[src/hdl/lhfg_pkg.sv]
// Shared types and constants for the LED hue fade generator.
package lhfg_pkg;

	localparam int HUE_W  = 9;
	localparam int STEP_W = 7;
	localparam int PCT_W  = 7;
	localparam int BYTE_W = 8;
	localparam int ADDR_W = 2;

	localparam logic [STEP_W-1:0] STEP_LAST      = 7'd99;
	localparam logic [HUE_W-1:0]  RAMP_B_TO_INIT = 9'd60;
	localparam logic [9:0]        HUE_CIRCLE     = 10'd360;
	localparam logic [9:0]        HUE_SECTOR     = 10'd60;
	localparam logic [PCT_W-1:0]  PCT_FULL       = 7'd100;
	localparam logic [7:0]        LEVEL_MAX      = 8'd255;

	// floor(x/100) = (x * RECIP_100) >> RECIP_100_SH for x < 2^16
	localparam logic [16:0] RECIP_100    = 17'd83887;
	localparam int          RECIP_100_SH = 23;
	// floor(x/60) = (x * RECIP_60) >> RECIP_60_SH for x < 2^14
	localparam logic [14:0] RECIP_60     = 15'd17477;
	localparam int          RECIP_60_SH  = 20;

	localparam logic CMD_TICK       = 1'b0;
	localparam logic CMD_CLEAR      = 1'b1;
	localparam logic EFFECT_RAMP    = 1'b0;
	localparam logic EFFECT_SEGMENT = 1'b1;

	localparam logic [ADDR_W-1:0] REG_FIRST_HUE  = 2'd0;
	localparam logic [ADDR_W-1:0] REG_SECOND_HUE = 2'd1;
	localparam logic [ADDR_W-1:0] REG_BRIGHTNESS = 2'd2;
	localparam logic [ADDR_W-1:0] REG_SATURATION = 2'd3;

	localparam logic [2:0] SECTOR_0 = 3'd0;
	localparam logic [2:0] SECTOR_1 = 3'd1;
	localparam logic [2:0] SECTOR_2 = 3'd2;
	localparam logic [2:0] SECTOR_3 = 3'd3;
	localparam logic [2:0] SECTOR_4 = 3'd4;
	localparam logic [2:0] SECTOR_5 = 3'd5;

	typedef struct packed {
		logic              effect;
		logic [HUE_W-1:0]  from_hue;
		logic [HUE_W-1:0]  to_hue;
		logic [STEP_W-1:0] step;
	} job_t;

	typedef struct packed {
		logic [HUE_W-1:0] first_hue;
		logic [HUE_W-1:0] second_hue;
		logic [PCT_W-1:0] brightness_pct;
		logic [PCT_W-1:0] saturation_pct;
	} cfg_t;

	typedef enum logic [2:0] {
		BK_IDLE,
		BK_QUOT,
		BK_HUE,
		BK_LOW,
		BK_ADJP,
		BK_ADJ,
		BK_DONE
	} bk_state_t;

endpackage

[src/hdl/lhfg_front.sv]
// Front end: accepts commands, steps the selected ramp and queues hue jobs.
module lhfg_front (
	input  logic                      clk,
	input  logic                      arst_n,
	input  logic                      s_tvalid,
	output logic                      s_tready,
	input  logic                      cmd,
	input  logic                      effect_select,
	input  logic [lhfg_pkg::HUE_W-1:0] first_hue,
	input  logic [lhfg_pkg::HUE_W-1:0] second_hue,
	input  logic                      q_full,
	output logic                      push,
	output lhfg_pkg::job_t            push_job
);
	import lhfg_pkg::*;

	logic [STEP_W-1:0] a_step_q;
	logic              a_rev_q;
	logic [STEP_W-1:0] b_step_q;
	logic [HUE_W-1:0]  b_from_q;
	logic [HUE_W-1:0]  b_to_q;
	logic              accept;
	logic [9:0]        next_to_sum;
	logic [9:0]        next_to;

	assign s_tready = !q_full;
	assign accept   = s_tvalid && s_tready;
	assign push     = accept && (cmd == CMD_TICK);

	always_comb begin
		push_job.effect = effect_select;
		if (effect_select == EFFECT_RAMP) begin
			push_job.from_hue = a_rev_q ? second_hue : first_hue;
			push_job.to_hue   = a_rev_q ? first_hue : second_hue;
			push_job.step     = a_step_q;
		end else begin
			push_job.from_hue = b_from_q;
			push_job.to_hue   = b_to_q;
			push_job.step     = b_step_q;
		end
	end

	assign next_to_sum = {1'b0, b_from_q} + HUE_SECTOR;
	assign next_to     = (next_to_sum >= HUE_CIRCLE) ? next_to_sum - HUE_CIRCLE : next_to_sum;

	always_ff @(posedge clk or negedge arst_n) begin
		if (!arst_n) begin
			a_step_q <= '0;
			a_rev_q  <= 1'b0;
			b_step_q <= '0;
			b_from_q <= '0;
			b_to_q   <= RAMP_B_TO_INIT;
		end else if (accept) begin
			if (cmd == CMD_CLEAR) begin
				a_step_q <= '0;
				a_rev_q  <= 1'b0;
				b_step_q <= '0;
				b_from_q <= '0;
				b_to_q   <= RAMP_B_TO_INIT;
			end else if (effect_select == EFFECT_RAMP) begin
				if (a_step_q == STEP_LAST) begin
					a_step_q <= '0;
					a_rev_q  <= !a_rev_q;
				end else begin
					a_step_q <= a_step_q + 1'b1;
				end
			end else begin
				if (b_step_q == STEP_LAST) begin
					b_step_q <= '0;
					b_from_q <= b_to_q;
					b_to_q   <= next_to[HUE_W-1:0];
				end else begin
					b_step_q <= b_step_q + 1'b1;
				end
			end
		end
	end

endmodule

[src/hdl/lhfg_queue.sv]
// Small register FIFO of hue jobs between front and back end.
module lhfg_queue #(
	parameter int DEPTH = 2
) (
	input  logic           clk,
	input  logic           arst_n,
	input  logic           push,
	input  lhfg_pkg::job_t push_job,
	output logic           full,
	input  logic           pop,
	output logic           not_empty,
	output lhfg_pkg::job_t head_job
);
	import lhfg_pkg::*;

	localparam int PTR_W = $clog2(DEPTH);
	localparam int CNT_W = $clog2(DEPTH + 1);
	localparam logic [PTR_W-1:0] PTR_LAST = PTR_W'(DEPTH - 1);
	localparam logic [CNT_W-1:0] CNT_FULL = CNT_W'(DEPTH);

	job_t             mem_q [DEPTH];
	logic [PTR_W-1:0] wr_ptr_q;
	logic [PTR_W-1:0] rd_ptr_q;
	logic [CNT_W-1:0] count_q;

	assign full      = (count_q == CNT_FULL);
	assign not_empty = (count_q != '0);
	assign head_job  = mem_q[rd_ptr_q];

	always_ff @(posedge clk) begin
		if (push) begin
			mem_q[wr_ptr_q] <= push_job;
		end
	end

	always_ff @(posedge clk or negedge arst_n) begin
		if (!arst_n) begin
			wr_ptr_q <= '0;
			rd_ptr_q <= '0;
			count_q  <= '0;
		end else begin
			if (push) begin
				wr_ptr_q <= (wr_ptr_q == PTR_LAST) ? '0 : wr_ptr_q + 1'b1;
			end
			if (pop) begin
				rd_ptr_q <= (rd_ptr_q == PTR_LAST) ? '0 : rd_ptr_q + 1'b1;
			end
			if (push && !pop) begin
				count_q <= count_q + 1'b1;
			end else if (pop && !push) begin
				count_q <= count_q - 1'b1;
			end
		end
	end

endmodule

[src/hdl/lhfg_back.sv]
// Back end: hue interpolation, HSV to RGB conversion and output register.
module lhfg_back (
	input  logic                       clk,
	input  logic                       arst_n,
	input  logic                       job_valid,
	input  lhfg_pkg::job_t             job,
	output logic                       pop,
	input  logic [lhfg_pkg::PCT_W-1:0] brightness_pct,
	input  logic [lhfg_pkg::PCT_W-1:0] saturation_pct,
	output logic                       m_tvalid,
	input  logic                       m_tready,
	output logic [23:0]                m_tdata
);
	import lhfg_pkg::*;

	bk_state_t state_q, state_d;

	logic               effect_q;
	logic [HUE_W-1:0]   from_q;
	logic signed [17:0] prod_q;
	logic [14:0]        bprod_q;
	logic               neg_q;
	logic [9:0]         quot_q;
	logic [7:0]         peak_q;
	logic [2:0]         sector_q;
	logic [5:0]         diff_q;
	logic [14:0]        lprod_q;
	logic [7:0]         low_q;
	logic [13:0]        aprod_q;
	logic [7:0]         adj_q;
	logic               out_valid_q;
	logic [23:0]        out_data_q;

	logic signed [9:0]  span;
	logic signed [17:0] prod;
	logic [17:0]        mag_full;
	logic [32:0]        qprod;
	logic [31:0]        pkprod;
	logic [8:0]         peak_raw;
	logic signed [10:0] q_signed;
	logic signed [10:0] hue_sum;
	logic [9:0]         hue_pos;
	logic [9:0]         hue_mod;
	logic [2:0]         sector;
	logic [9:0]         sec_base;
	logic [PCT_W-1:0]   sat_clamped;
	logic [31:0]        lowprod;
	logic [28:0]        adjprod;
	logic [7:0]         red, green, blue;
	logic               load_out;

	// span * step
	assign span = $signed({1'b0, job.to_hue}) - $signed({1'b0, job.from_hue});
	assign prod = 18'(span * $signed({1'b0, job.step}));

	// truncating quotient by 100 on the magnitude, and peak level
	assign mag_full = prod_q[17] ? 18'(-prod_q) : 18'(prod_q);
	assign qprod    = 33'(mag_full[15:0]) * 33'(RECIP_100);
	assign pkprod   = 32'(bprod_q) * 32'(RECIP_100);
	assign peak_raw = pkprod[RECIP_100_SH+8:RECIP_100_SH];

	// hue, sector and offset inside the sector
	assign q_signed = neg_q ? -$signed({1'b0, quot_q}) : $signed({1'b0, quot_q});
	assign hue_sum  = $signed({2'b00, from_q}) + q_signed;
	assign hue_pos  = hue_sum[10] ? '0 : hue_sum[9:0];
	assign hue_mod  = (hue_pos >= HUE_CIRCLE) ? hue_pos - HUE_CIRCLE : hue_pos;

	always_comb begin
		if (hue_mod >= 10'd300) begin
			sector = SECTOR_5; sec_base = 10'd300;
		end else if (hue_mod >= 10'd240) begin
			sector = SECTOR_4; sec_base = 10'd240;
		end else if (hue_mod >= 10'd180) begin
			sector = SECTOR_3; sec_base = 10'd180;
		end else if (hue_mod >= 10'd120) begin
			sector = SECTOR_2; sec_base = 10'd120;
		end else if (hue_mod >= HUE_SECTOR) begin
			sector = SECTOR_1; sec_base = HUE_SECTOR;
		end else begin
			sector = SECTOR_0; sec_base = '0;
		end
	end

	assign sat_clamped = (saturation_pct > PCT_FULL) ? PCT_FULL : saturation_pct;
	assign lowprod     = 32'(lprod_q) * 32'(RECIP_100);
	assign adjprod     = 29'(aprod_q) * 29'(RECIP_60);

	always_comb begin
		case (sector_q)
			SECTOR_0: begin red = peak_q;         green = low_q + adj_q;  blue = low_q; end
			SECTOR_1: begin red = peak_q - adj_q; green = peak_q;         blue = low_q; end
			SECTOR_2: begin red = low_q;          green = peak_q;         blue = low_q + adj_q; end
			SECTOR_3: begin red = low_q;          green = peak_q - adj_q; blue = peak_q; end
			SECTOR_4: begin red = low_q + adj_q;  green = low_q;          blue = peak_q; end
			default:  begin red = peak_q;         green = low_q;          blue = peak_q - adj_q; end
		endcase
	end

	always_comb begin
		state_d  = state_q;
		pop      = 1'b0;
		load_out = 1'b0;
		case (state_q)
			BK_IDLE: begin
				if (job_valid) begin
					pop     = 1'b1;
					state_d = BK_QUOT;
				end
			end
			BK_QUOT: state_d = BK_HUE;
			BK_HUE:  state_d = BK_LOW;
			BK_LOW:  state_d = BK_ADJP;
			BK_ADJP: state_d = BK_ADJ;
			BK_ADJ:  state_d = BK_DONE;
			BK_DONE: begin
				if (!out_valid_q || m_tready) begin
					load_out = 1'b1;
					state_d  = BK_IDLE;
				end
			end
			default: state_d = BK_IDLE;
		endcase
	end

	always_ff @(posedge clk or negedge arst_n) begin
		if (!arst_n) begin
			state_q     <= BK_IDLE;
			out_valid_q <= 1'b0;
		end else begin
			state_q <= state_d;
			if (load_out) begin
				out_valid_q <= 1'b1;
			end else if (m_tready) begin
				out_valid_q <= 1'b0;
			end
		end
	end

	always_ff @(posedge clk) begin
		case (state_q)
			BK_IDLE: begin
				effect_q <= job.effect;
				from_q   <= job.from_hue;
				prod_q   <= prod;
				bprod_q  <= 15'(brightness_pct) * 15'(LEVEL_MAX);
			end
			BK_QUOT: begin
				neg_q  <= prod_q[17];
				quot_q <= qprod[RECIP_100_SH+9:RECIP_100_SH];
				peak_q <= (peak_raw > 9'(LEVEL_MAX)) ? LEVEL_MAX : peak_raw[7:0];
			end
			BK_HUE: begin
				sector_q <= sector;
				diff_q   <= 6'(hue_mod - sec_base);
				lprod_q  <= 15'(peak_q) * 15'(PCT_FULL - sat_clamped);
			end
			BK_LOW:  low_q   <= lowprod[RECIP_100_SH+7:RECIP_100_SH];
			BK_ADJP: aprod_q <= 14'(peak_q - low_q) * 14'(diff_q);
			BK_ADJ:  adj_q   <= adjprod[RECIP_60_SH+7:RECIP_60_SH];
			BK_DONE: begin
				if (load_out) begin
					if (effect_q == EFFECT_RAMP) begin
						out_data_q <= {blue, green, red};
					end else begin
						out_data_q <= {red, blue, green};
					end
				end
			end
			default: ;
		endcase
	end

	assign m_tvalid = out_valid_q;
	assign m_tdata  = out_data_q;

endmodule

[src/hdl/led_hue_fade_generator_core.sv]
// Top level of the LED hue fade generator: config registers, front, queue, back.
//
//  channel | dir | handshake          | payload
//  s_*     | in  | s_tvalid/s_tready  | s_tuser: cmd; s_tdata[0]: effect_select
//  m_*     | out | m_tvalid/m_tready  | m_tdata: wire_byte0, wire_byte1, wire_byte2
//  cfg_*   | in  | cfg_we             | cfg_addr: register index; cfg_wdata: value
//
// A frame tick goes through the job queue and the back end's multiply sequencer,
// which takes one job at a time, before its result is registered. Clear commands
// give no result. The front keeps accepting while the job queue has room, also
// while a result waits on m_tready.
// Reset clears both ramps and loads the register defaults.
module led_hue_fade_generator_core #(
	parameter int QUEUE_DEPTH = 2
) (
	input  logic                        clk,
	input  logic                        arst_n,
	input  logic                        s_tvalid,
	output logic                        s_tready,
	input  logic [7:0]                  s_tdata,   // [0] effect_select, [7:1] zero
	input  logic                        s_tuser,   // [0] cmd
	output logic                        m_tvalid,
	input  logic                        m_tready,
	output logic [23:0]                 m_tdata,   // [7:0] byte0, [15:8] byte1, [23:16] byte2
	input  logic                        cfg_we,
	input  logic [lhfg_pkg::ADDR_W-1:0] cfg_addr,
	input  logic [lhfg_pkg::HUE_W-1:0]  cfg_wdata
);
	import lhfg_pkg::*;

	cfg_t cfg_q;
	logic push, pop, q_full, q_not_empty;
	job_t push_job, head_job;

	always_ff @(posedge clk or negedge arst_n) begin
		if (!arst_n) begin
			cfg_q.first_hue      <= 9'd200;
			cfg_q.second_hue     <= 9'd320;
			cfg_q.brightness_pct <= PCT_FULL;
			cfg_q.saturation_pct <= PCT_FULL;
		end else if (cfg_we) begin
			case (cfg_addr)
				REG_FIRST_HUE:  cfg_q.first_hue      <= cfg_wdata;
				REG_SECOND_HUE: cfg_q.second_hue     <= cfg_wdata;
				REG_BRIGHTNESS: cfg_q.brightness_pct <= cfg_wdata[PCT_W-1:0];
				REG_SATURATION: cfg_q.saturation_pct <= cfg_wdata[PCT_W-1:0];
				default: ;
			endcase
		end
	end

	lhfg_front u_front (
		.clk          (clk),
		.arst_n       (arst_n),
		.s_tvalid     (s_tvalid),
		.s_tready     (s_tready),
		.cmd          (s_tuser),
		.effect_select(s_tdata[0]),
		.first_hue    (cfg_q.first_hue),
		.second_hue   (cfg_q.second_hue),
		.q_full       (q_full),
		.push         (push),
		.push_job     (push_job)
	);

	lhfg_queue #(
		.DEPTH(QUEUE_DEPTH)
	) u_queue (
		.clk      (clk),
		.arst_n   (arst_n),
		.push     (push),
		.push_job (push_job),
		.full     (q_full),
		.pop      (pop),
		.not_empty(q_not_empty),
		.head_job (head_job)
	);

	lhfg_back u_back (
		.clk           (clk),
		.arst_n        (arst_n),
		.job_valid     (q_not_empty),
		.job           (head_job),
		.pop           (pop),
		.brightness_pct(cfg_q.brightness_pct),
		.saturation_pct(cfg_q.saturation_pct),
		.m_tvalid      (m_tvalid),
		.m_tready      (m_tready),
		.m_tdata       (m_tdata)
	);

endmodule
[config.mk]
export PLATFORM = sky130hd
export DESIGN_NAME = led_hue_fade_generator_core
export DESIGN_NICKNAME = d
export VERILOG_FILES = /design/src/hdl/lhfg_pkg.sv /design/src/hdl/lhfg_front.sv /design/src/hdl/lhfg_queue.sv /design/src/hdl/lhfg_back.sv /design/src/hdl/led_hue_fade_generator_core.sv
export SDC_FILE = /design/constraint.sdc
export NUM_CORES = 2
export LEC_CHECK = 0
export ABC_AREA = 1
export BUFFER_PORTS_ARGS = -buffer_cell sky130_fd_sc_hd__buf_2
export CELL_PAD_IN_SITES_DETAIL_PLACEMENT = 0
export CELL_PAD_IN_SITES_GLOBAL_PLACEMENT = 1
export CORE_MARGIN = 2
export CORE_UTILIZATION = 39
export CTS_CLUSTER_DIAMETER = 50
export DETAILED_ROUTE_END_ITERATION = 8
export HOLD_SLACK_MARGIN = 0.15
export MAX_ROUTING_LAYER = met4
export PLACE_DENSITY_LB_ADDON = 0.1
export SYNTH_ARGS = -nofsm -noshare
export SYNTH_HDL_FRONTEND = slang
export SYNTH_HIERARCHICAL = 1
export SYNTH_SLANG_ARGS = --single-unit
export TNS_END_PERCENT = 5
[constraint.sdc]
create_clock -name clk -period 7 [get_ports clk]
set_clock_uncertainty 0.2 [all_clocks]
set_input_delay 0.7 -clock clk [delete_from_list [all_inputs] [get_ports clk]]
set_output_delay 0.7 -clock clk [all_outputs]
set_load 0.01 [all_outputs]
==> impl_metrics.json <==
{
  "arrival_ns": 6.87,
  "endpoint_kind": "register",
  "synthTopCellsByArea": "fa_1 (23%), ha_1 (21%), edfxtp_1 (15%)",
  "antenna_found_initial": 0,
  "syn2layout_area_growth_pct": 11.34,
  "async_flop_share_pct": 27.65,
  "cts.htree.levels": 2,
  "wl_per_cell_um": 15.75,
  "drive_above_1_share_pct": 9.816,
  "r2r_cells": 26,
  "yosysTopAreaCellShare_pct": 23.39,
  "ys_seq_area_share_pct": 19.86,
  "syn_area_per_cell_um2": 9.182,
  "ioPinCount": 51,
  "finalCritPeriodShare_pct": 96.38,
  "slew_headroom_pct": 24.69,
  "cpMaxStageDelayCell": "fa_1",
  "synthFlopType": "edfxtp_1",
  "hold_path.class": "input pin to register",
  "dr.pass1.iters": 5,
  "first_iter_violations": 1206,
  "clk_pin_slew_worst_paths_ns": 0.06,
  "worstSetupPathType": "register to register",
  "initial_core_util_pct": 39.42,
  "slew_violations": 0,
  "grt_pass1_vias": 28160,
  "stdcell_area_mm2": 0.04251,
  "critPathLaunchType": "register",
  "setup_tns_ns": 0,
  "grt_max_degree": 67,
  "cts_sinks": 264,
  "critPathMaxStageDelay_ns": 0.58,
  "dieArea_mm2": 0.1004,
  "cts_buffer_depth": 3,
  "clk_latency_ns": 0.60,
  "synth_area_mm2": 0.03818,
  "path_common_cell": "fa_1",
  "critPathRequiredTime_ns": 7.12,
  "routed_wl_um": 88600,
  "vias": 26810,
  "ant_nets": 0,
  "grt_pass1_wl_um": 147200,
  "fin_crit_ns": 6.746,
  "gp_congestion": 0.8973,
  "yosys.area.top_type": "fa_1",
  "nets": 5433,
  "fp.coreArea_mm2": 0.09685,
  "synth_edf_count": 191,
  "cp_top_family": "adder cells",
  "post-route-util_pct": 43.89,
  "status": "completed",
  "setup_viol": 0,
  "cp_max_fo": 4,
  "vias_per_cell": 4.765,
  "cts_tree": "yes",
  "die_w_um": 316.9,
  "track_usage_pct": 18.91,
  "rsz0062_at_grt": "true",
  "drc": 0,
  "synth.ff_latch_count": 264,
  "n_fill_cell": 9699,
  "die_h_um": 316.9,
  "fmax_mhz": 148.2,
  "min_path_cells": 3,
  "rows": 114,
  "gr-total-overflow": 0,
  "ys.warnings.count": 6,
  "cp.depth": 26,
  "hold_violations": 0,
  "clockRootBuffer": "clkbuf_16",
  "placed_area_mm2": 0.04040,
  "worstMarginPinSlew_ns": 1.128,
  "cap_violations": 0,
  "hpwl_um": 76040,
  "port_buffers": 43,
  "synthCells": 4158,
  "diodes": 0,
  "synth_cell_type_count": 70,
  "cts_buffers": 48,
  "cp_num_buf_inv": 6
}
metrics by stage:
step	hold WS (ns)	setup WS [ns]	std cells
floorplan	0.2044	0.09819	4164
global placement	0.2586	-0.07198	5529
detailed placement	0.2549	-0.06594	5529
CTS	0.1543	0.04217	5621
global route	0.1877	-0.08378	5626
finish	0.1875	0.2537	5626
timing repair:
action,CTS,global route
pin swaps,0,9
hold buffers,4,0
setup endpoints to repair,4,14
resized for setup,4,49
hold endpoints to repair,14,0
buffers inserted,0,5
flip-flops by register name, summed over array words and instances (netlist names), 2 cells and up:
register / flops
u_back/aprod_q: 14
u_front/a_step_q: 7
u_back/from_q: 9
u_back/m_tdata: 24
u_back/diff_q: 6
u_back/bprod_q: 15
u_back/state_q: 3
cfg_q: 32
u_back/lprod_q: 15
u_back/quot_q: 10
u_back/low_q: 8
u_queue/count_q: 2
u_back/sector_q: 3
u_back/peak_q: 8
u_queue/mem_q: 52
u_front/b_to_q: 9
u_front/b_step_q: 7
u_back/prod_q: 17
u_back/adj_q: 8
u_front/b_from_q: 9
per-layer routing:
layer  wire length (um)  track usage (%)
met1              44660            26.57
met2              40210            30.03
met3               2609            1.943
met4               1120            3.087
met5                  0                -
cell families (layout without fill, tap and decap cells):
logic type               Yosys count  after routing  synth area share, %
AO/OA/AOI/OAI                    478            478                7.387
other                              2              8              0.01967
flip-flops                       264            264                19.86
multiplexers                      33             33                1.137
buffers and inverters           1040           1226                10.54
AND/OR/NAND/NOR                 1100           1100                13.05
adder cells (fa/ha/maj)         1096           1096                44.69
XOR/XNOR                         145            145                3.326
synth_stat cells (48+ instances only):
cell type	instances
a21oi_1	208
edfxtp_1	191
nor2_1	244
ha_1	650
xor2_1	97
nand3_1	104
nand2_1	552
fa_1	446
o21ai_0	121
xnor2_1	48
inv_1	990
dfrtp_1	58
worst min-delay path, stage by stage:
cell,delay [ns]
buf_2,0.13
nand3_1,0.09
nand2_1,0.05
final cells by class:
class	count	area (um^2)	area share, %
clock buffer	49	1205	2.834
clock inverter	39	614.3	1.445
inverter	1004	3771	8.871
multi-input combinational	2860	26830	63.11
sequential	264	7582	17.84
tap	1276	1597	3.756
timing repair buffer	134	910.9	2.143
worst paths after layout:
check | slack [ns] | to | from
max in group asynchronous | 5.12 | u_queue/rd_ptr_q | arst_n
hold reg to reg | 0.26 | u_front/b_to_q[2] | u_front/b_from_q[2]
min in group asynchronous | 0.27 | u_front/a_step_q[0] | arst_n
hold / removal | 0.19 | cfg_q[26] | cfg_wdata[3]
setup / recovery | 0.25 | u_back/quot_q[1] | u_back/prod_q[2]
setup reg to reg | 0.25 | u_back/quot_q[1] | u_back/prod_q[2]
cells in the final DEF (no fill, tap or decap), types with 12 or more instances in the layout:
master / n
nand4_1: 39
o21ai_0: 115
o21bai_1: 17
or2_2: 19
o22ai_1: 13
nor3_1: 22
inv_2: 13
nor2_1: 237
a31oi_1: 13
a21oi_1: 200
nand2_1: 547
xor2_1: 96
o31ai_1: 12
clkbuf_16: 48
nor4_1: 18
dfrtp_1: 57
xnor2_1: 48
ha_1: 645
edfxtp_1: 191
nor2_2: 17
nand2_2: 33
nand3_1: 104
mux2_4: 19
inv_1: 986
a22oi_1: 13
bufinv_16: 12
fa_1: 445
buf_4: 88
nand2_4: 16
dfstp_2: 15
buf_2: 42
Power is not shown: default switching activity piles up to over one toggle a cycle in this logic, so the estimate is an artifact.
